`src/hw/rtl/tfn_pkg.sv`:
```
// Package for the triangle face normal pipeline: widths, item types and stage buses.
`default_nettype none
package tfn_pkg;

    localparam int COORD_WIDTH      = 16;
    localparam int NORMAL_FRAC_BITS = 14;

    localparam int FIELD_W   = 16;
    localparam int OUT_W     = 16;
    localparam int DIFF_W    = COORD_WIDTH + 1;
    localparam int PROD_W    = 2 * DIFF_W;
    localparam int CROSS_W   = PROD_W + 1;
    localparam int NORM_BITS = 30;
    localparam int LEN_W     = $clog2(CROSS_W + 1);
    localparam int SQ_W      = 2 * NORM_BITS;
    localparam int SUM_W     = SQ_W + 2;
    localparam int ROOT_W    = SUM_W / 2;
    localparam int REM_W     = ROOT_W + 2;
    localparam int QUO_W     = NORMAL_FRAC_BITS + 1;
    localparam int DIVD_W    = NORM_BITS + NORMAL_FRAC_BITS + 1;

    localparam logic [QUO_W-1:0] Q_ONE = QUO_W'(1) << NORMAL_FRAC_BITS;

    typedef struct packed {
        logic signed [FIELD_W-1:0] a_x;
        logic signed [FIELD_W-1:0] a_y;
        logic signed [FIELD_W-1:0] a_z;
        logic signed [FIELD_W-1:0] b_x;
        logic signed [FIELD_W-1:0] b_y;
        logic signed [FIELD_W-1:0] b_z;
        logic signed [FIELD_W-1:0] c_x;
        logic signed [FIELD_W-1:0] c_y;
        logic signed [FIELD_W-1:0] c_z;
    } t_in_item;

    typedef struct packed {
        logic signed [OUT_W-1:0] normal_x;
        logic signed [OUT_W-1:0] normal_y;
        logic signed [OUT_W-1:0] normal_z;
        logic                    degenerate;
    } t_out_item;

    typedef struct packed {
        logic [2:0][NORM_BITS-1:0] sm;
        logic [2:0]                neg;
        logic                      degen;
    } t_lane_pay;

    typedef struct packed {
        logic             valid;
        logic [SUM_W-1:0] sum;
        t_lane_pay        pay;
    } t_root_bus;

    typedef struct packed {
        logic              valid;
        logic [ROOT_W-1:0] root;
        t_lane_pay         pay;
    } t_len_bus;

endpackage
`default_nettype wire

```
`src/hw/rtl/tfn_sqrt.sv`:
```
// Integer square root, one result bit per pipeline stage.
`default_nettype none
module tfn_sqrt import tfn_pkg::*; (
    input  logic      i_clk,
    input  logic      i_rst_n,
    input  logic      i_en,
    input  t_root_bus i_bus,
    output t_len_bus  o_bus
);

    logic                r_vld  [ROOT_W];
    logic [REM_W-1:0]    r_rem  [ROOT_W];
    logic [ROOT_W-1:0]   r_root [ROOT_W];
    logic [SUM_W-1:0]    r_rest [ROOT_W];
    t_lane_pay           r_pay  [ROOT_W];

    logic                a_vld  [ROOT_W];
    logic [REM_W-1:0]    a_rem  [ROOT_W];
    logic [ROOT_W-1:0]   a_root [ROOT_W];
    logic [SUM_W-1:0]    a_rest [ROOT_W];
    t_lane_pay           a_pay  [ROOT_W];

    logic [REM_W-1:0]    n_rem  [ROOT_W];
    logic [ROOT_W-1:0]   n_root [ROOT_W];
    logic [SUM_W-1:0]    n_rest [ROOT_W];

    logic [REM_W+1:0]    w_rs   [ROOT_W];
    logic [REM_W+1:0]    w_tr   [ROOT_W];
    logic                w_ge   [ROOT_W];

    always_comb begin
        a_vld[0]  = i_bus.valid;
        a_rem[0]  = '0;
        a_root[0] = '0;
        a_rest[0] = i_bus.sum;
        a_pay[0]  = i_bus.pay;
        for (int k = 1; k < ROOT_W; k++) begin
            a_vld[k]  = r_vld[k-1];
            a_rem[k]  = r_rem[k-1];
            a_root[k] = r_root[k-1];
            a_rest[k] = r_rest[k-1];
            a_pay[k]  = r_pay[k-1];
        end
        for (int k = 0; k < ROOT_W; k++) begin
            w_rs[k]   = {a_rem[k], a_rest[k][SUM_W-1 -: 2]};
            w_tr[k]   = (REM_W + 2)'({a_root[k], 2'b01});
            w_ge[k]   = (w_rs[k] >= w_tr[k]);
            n_rem[k]  = w_ge[k] ? REM_W'(w_rs[k] - w_tr[k]) : REM_W'(w_rs[k]);
            n_root[k] = {a_root[k][ROOT_W-2:0], w_ge[k]};
            n_rest[k] = a_rest[k] << 2;
        end
    end

    always_ff @(posedge i_clk) begin
        if (!i_rst_n) begin
            for (int k = 0; k < ROOT_W; k++) begin
                r_vld[k] <= 1'b0;
            end
        end else if (i_en) begin
            r_vld <= a_vld;
        end
    end

    always_ff @(posedge i_clk) begin
        if (i_en) begin
            r_rem  <= n_rem;
            r_root <= n_root;
            r_rest <= n_rest;
            r_pay  <= a_pay;
        end
    end

    assign o_bus.valid = r_vld[ROOT_W-1];
    assign o_bus.root  = r_root[ROOT_W-1];
    assign o_bus.pay   = r_pay[ROOT_W-1];

endmodule
`default_nettype wire

```
`config.mk`:
```
export PLATFORM = sky130hd
export DESIGN_NAME = tfn_sqrt
export DESIGN_NICKNAME = d
export VERILOG_FILES = /design/src/hw/rtl/tfn_pkg.sv /design/src/hw/rtl/tfn_sqrt.sv
export SDC_FILE = /design/constraint.sdc
export NUM_CORES = 2
export LEC_CHECK = 0
export BUFFER_PORTS_ARGS = -buffer_cell sky130_fd_sc_hd__buf_4
export CAP_MARGIN = 0
export CELL_PAD_IN_SITES_DETAIL_PLACEMENT = 0
export CELL_PAD_IN_SITES_GLOBAL_PLACEMENT = 1
export CORE_UTILIZATION = 24
export CTS_CLUSTER_SIZE = 8
export DETAILED_ROUTE_END_ITERATION = 12
export GPL_TIMING_DRIVEN = 0
export PLACE_DENSITY = 0.46
export REMOVE_ABC_BUFFERS = 1
export SLEW_MARGIN = 30
export SYNTH_ARGS = -nofsm -noshare
export SYNTH_HDL_FRONTEND = slang
export SYNTH_SLANG_ARGS = --single-unit
```
`constraint.sdc`:
```
create_clock -name i_clk -period 5.1 [get_ports i_clk]
set_input_delay 1.02 -clock i_clk [delete_from_list [all_inputs] [get_ports i_clk]]
set_output_delay 1.02 -clock i_clk [all_outputs]
set_load 0.01 [all_outputs]
```
=== Word level (Yosys, flattened, before mapping) ===
Cells that the tools add are included.

* Add/subtract/negate cells: 30
* $lt $le $gt $ge: 31
* Mux-type cells: 30

{| class="wikitable"
|+ Operators by type and width
! operator !! count
|-
| $mux W33 || 29
|-
| $ge A35 B10 Y1 || 1
|-
| $ge A35 B11 Y1 || 1
|-
| $ge A35 B12 Y1 || 1
|-
| $ge A35 B13 Y1 || 1
|-
| $ge A35 B14 Y1 || 1
|-
| $ge A35 B15 Y1 || 1
|-
| $ge A35 B16 Y1 || 1
|-
| $ge A35 B17 Y1 || 1
|-
| $ge A35 B18 Y1 || 1
|-
| $ge A35 B19 Y1 || 1
|-
| $ge A35 B20 Y1 || 1
|-
| $ge A35 B21 Y1 || 1
|-
| $ge A35 B22 Y1 || 1
|-
| $ge A35 B23 Y1 || 1
|-
| $ge A35 B24 Y1 || 1
|-
| $ge A35 B25 Y1 || 1
|-
| $ge A35 B26 Y1 || 1
|-
| $ge A35 B27 Y1 || 1
|-
| $ge A35 B28 Y1 || 1
|-
| $ge A35 B29 Y1 || 1
|-
| $ge A35 B3 Y1 || 1
|-
| $ge A35 B30 Y1 || 1
|-
| $ge A35 B31 Y1 || 1
|-
| 39 further kinds || 39
|}

* Register bits after elaboration: 5331
* Input bits: 160
* Output and inout bits: 126
* Word-level logic and storage cells: 369

=== Depth between registers and ports, before layout ===
* Depth after elaboration: 2
* Mapped depth: 15
* Gate-level depth less buffers: 14

=== Worst setup path before layout ===
Ideal clock, no wire load.

* Path kind: flip-flop to flip-flop
* Start point: register r_rem, in the netlist a_rem[165]
* End point: register r_rem, in the netlist a_rem[164] (data pin)
* Library setup time: 0.260 ns
* Arrival time: 3.150 ns
* Required time: 4.840 ns
* Slack: 1.690 ns
* Stages on the path, launching flop included: 12
* Buffers on the path: 0
* Clock period less this slack: 3.410 ns
* Path through: edfxtp_1 -> ha_1 -> nor2b_1 -> o31a_1 -> o31ai_1 -> o31a_1 -> o211ai_1 -> a21oi_1 -> o211ai_1 -> a2111o_1 -> nor3_1 -> mux2_2

{| class="wikitable"
|+ RTL lines
! element !! line !! text
|-
| start, declared || tfn_sqrt.sv:12 || <nowiki>logic [REM_W-1:0] r_rem [ROOT_W];</nowiki>
|-
| start signal, assigned || tfn_sqrt.sv:66 || <nowiki>r_rem <= n_rem;</nowiki>
|}

==> impl_results.md <==
* Status: complete, but fails checks
* Violations in the final reports: design-rule violations
* Main synth FF type: edfxtp_1
* Multi-input gate area at 0.0366 sq mm
* Clk sinks at 5313
* Initial antenna violation count at 9
* Count leader, synth: edfxtp_1
* # IOs at 286
* Startpoint types: register
* Worst Path Required at 5.87 ns
* Initial drt markers at 5780
* Final setup vio count at 0
* Number of distinct library cells after synthesis at 95
* Layout cells sized above 1 at 0.110
* Clk root buf: clkbuf_16
* Largest net degree at the start of global routing at 139
* Mean post-synth cell area at 17.3 sq um
* Max_cap viols at 0
* Reg2reg start: a_rem[133]$_DFFE_PP_
* Postcts setup bufs at 0
* Fmax achieved at 0.208 GHz
* Final Worst Setup Slack at 0.293 ns
* Worst Setup SP: a_rem[133]$_DFFE_PP_
* Total grt overflow at 0
* DRC Markers at 16
* Routability cong. at 0.790
* Final Cycle Share at 0.943
* Hold slack at 0.163 ns
* Die ar. at 0.832 sq mm
* Via count at 93.0k
* Seq/Total Area, Yosys at 0.801
* Slew headroom at 0.238
* Worst-path fanout max at 29
* Post-Route WL at 357000 um
* Die Y at 912 um
* Hold path startpoint: i_bus[33]
* CTS H-tree depth at 6
* CTS max path bufs at 4
* Synth Instances at 11.5k
* Crit end category: register
* Cell Chain, Critical Path: ha_1 -> a21o_1 -> a2111oi_0 -> o21ai_0 -> a31oi_1 -> o21ai_1 -> and3_1 -> o21a_1 -> nor2_4 -> buf_16 -> buf_16 -> nor3_1 -> a21o_1
* Starting Density at 0.241
* Async S/R FF share, synth at 0
* Clock power frac at 0.403
* Hold WC Path Type: in2reg
* Max incr delay on CP at 0.86 ns
* Synth top cells by count: edfxtp_1 (5282), inv_1 (662), nand2_1 (576)
* Leading area contributor after synthesis: edfxtp_1
* Total GRT Usage at 0.0826
* Crit path buf inv count at 2
* Vias in the first global route at 95.3k
* Nets at 13.3k
* Vias per cell at 3.93
* Post-route ant nets at 0
* Pleak at 84.1 nW
* Hold Vio Cnt, Final at 0
* Final design utilization at 0.289
* Share of the synthesized area in the top cell type at 0.798
* Worst EP arrival at 5.58 ns
* RSZ-0062 raised after global routing: false
* Pre-CTS setup slack at -2.48 ns
* Tot Pwr at 111 mW
* Max Slew Vio Count at 0
* Cell Int Power at 84.1 mW
* Synthesized flop and latch total at 5313
* Num CTS Buffers at 749
* Clock skew at 0.103 ns
* Power density cells at 466 mW/mm^2
* Comb pwr share at 0.105
* Final min period at 4.81 ns
* Fill cells at 81.5k
* CP top delay family: compound AO/OA/AOI/OAI gates
* Synth area leaders: edfxtp_1 (80%), ha_1 (3.3%), xnor2_1 (1.7%)
* Final cell count without fillers at 23.6k
* Die X at 912 um
* EDFF count, synth at 5282
* Global-route wire length before repair at 553000 um
* Core Region at 0.824 sq mm
* Peak supply drop at 0.320 mV
* Slew @ Worst Pin at 1.14 ns
* Placed cell count at 22.6k
* Pre-antenna DRT Iters at 9
* Reg clk slew, reported paths at 0.05 ns
* Skew-Pair Late Insertion Delay at 1.11 ns
* Sequential Area at 0.159 sq mm
* Synth Cell Area at 0.199 sq mm
* Sw Ratio at 0.242
* Post-DP HPWL at 228000 um
* Sequential share of power at 0.493
* CTS tree: done
* P&R area growth vs syn at 19.7%
* Rows at 333
* NetSw at 26.8 mW
* Synth warnings at 0
* Crit-path slowest cell: a2111oi_0
* PortBufs at 285
* Wirelength per Cell at 15.1 um
* WS Path Type: reg2reg
## cell families (layout without fill, tap and decap cells)
group,count (synthesis),in the layout,share of synthesized area
DFF,5313,5313,0.801
and+or+nand+nor,2228,2228,0.0556
AOI/OAI and AO/OA,1719,1719,0.0533
buffers and inverters,826,2057,0.0159
xor gates and xnor gates,763,763,0.0336
adders and majority gates,528,528,0.0332
muxes,135,135,0.00734
other,1,12,0.0000189
## final timing paths
path / end / slack, ns / cells past startpoint
max: a_rem[131]$_DFFE_PP_ / 0.29 / 13
max reg2reg: a_rem[131]$_DFFE_PP_ / 0.29 / 13
min reg2reg: a_pay[1074]$_DFFE_PP_ / 0.36 / 0
min: a_pay[2759]$_DFFE_PP_ / 0.16 / 1
## layout by cell type (no fill, tap or decap), types with 18 or more instances in the layout
cell           count
a21boi_0          21
buf_4            288
ha_1             528
or2_2             45
nor4_1            99
and2_1            34
o21bai_1          41
o211ai_1          27
nand3b_1          18
buf_16            53
nand3_1          133
edfxtp_1        5282
mux2i_1           48
o21ai_0          442
xor2_1           376
dfxtp_1           31
o31ai_1           50
nand2_1          575
nor2_1           553
nor3_1           192
a31oi_1           36
or3_1             97
and3_1            48
mux2_2            86
nor2b_1          102
clkbuf_16        756
dlygate4sd3_1    119
nand4_1           66
clkinv_1          19
a21oi_1          565
clkinv_16         38
inv_1            662
a211oi_1          40
xnor2_1          387
o21a_1            93
nand2b_1         113
a21o_1           216
clkbuf_1          58
or4_1             53
## power by group through the flow
stage | clock network, mW | logic (mW) | registers, mW
after global routing | 48.4 | 13.1 | 55.0
after global placement | 0 | 11.5 | 59.8
after detailed placement | 0 | 11.6 | 55.5
final | 44.7 | 11.6 | 54.6
after floorplan | 0 | 7.84 | 54.7
after CTS | 46.9 | 11.8 | 54.7
## timing repair
item                       in CTS  in global routing
resized for setup               1                  1
cloned                          8                  2
setup endpoints to repair     418                165
hold endpoints to repair      119                  0
hold buffers                  119                  0
## worst reg2reg max path: stages (launching register included)
cell and delay, ns:
edfxtp_1 0.41, ha_1 0.40, a21o_1 0.22, a2111oi_0 0.86
o21ai_0 0.36, a31oi_1 0.44, o21ai_1 0.25, and3_1 0.27
o21a_1 0.33, nor2_4 0.35, buf_16 0.21, buf_16 0.18
nor3_1 0.09, a21o_1 0.17
## layout make-up
class	instances	share of cell area
inverter	667	0.0105
multi-input combinational	5374	0.154
timing repair buffer	490	0.0225
clock inverter	88	0.00690
antenna	11	0.000116
clock buffer	812	0.0802
tap	10900	0.0572
sequential	5313	0.669
## flip-flops by register name, summed over array words and instances, names as in the netlist
name,cells
a_pay,2820
a_rem,942
a_rest,930
a_root,465
o_bus,126
a_vld,30
## routing by layer
layer	vias up	track usage	share of wire
met3	864	0.0163	0.041
met1	45100	0.0994	0.43
li1	45700	-	-
met5	-	0	0
met4	0	0.0324	0.039
met2	1398	0.145	0.49
## through the flow
| stage | cell area (sq um) | TNS (ns) |
|---|---|---|
| after floorplan | 198000 | -0.188 |
| after global placement | 214000 | - |
| after detailed placement | 216000 | -1685.53 |
| after CTS | 238000 | 0 |
| after global routing | 238000 | 0 |
| final | 238000 | 0 |
Note: power is estimated with default switching activity, not from simulation.
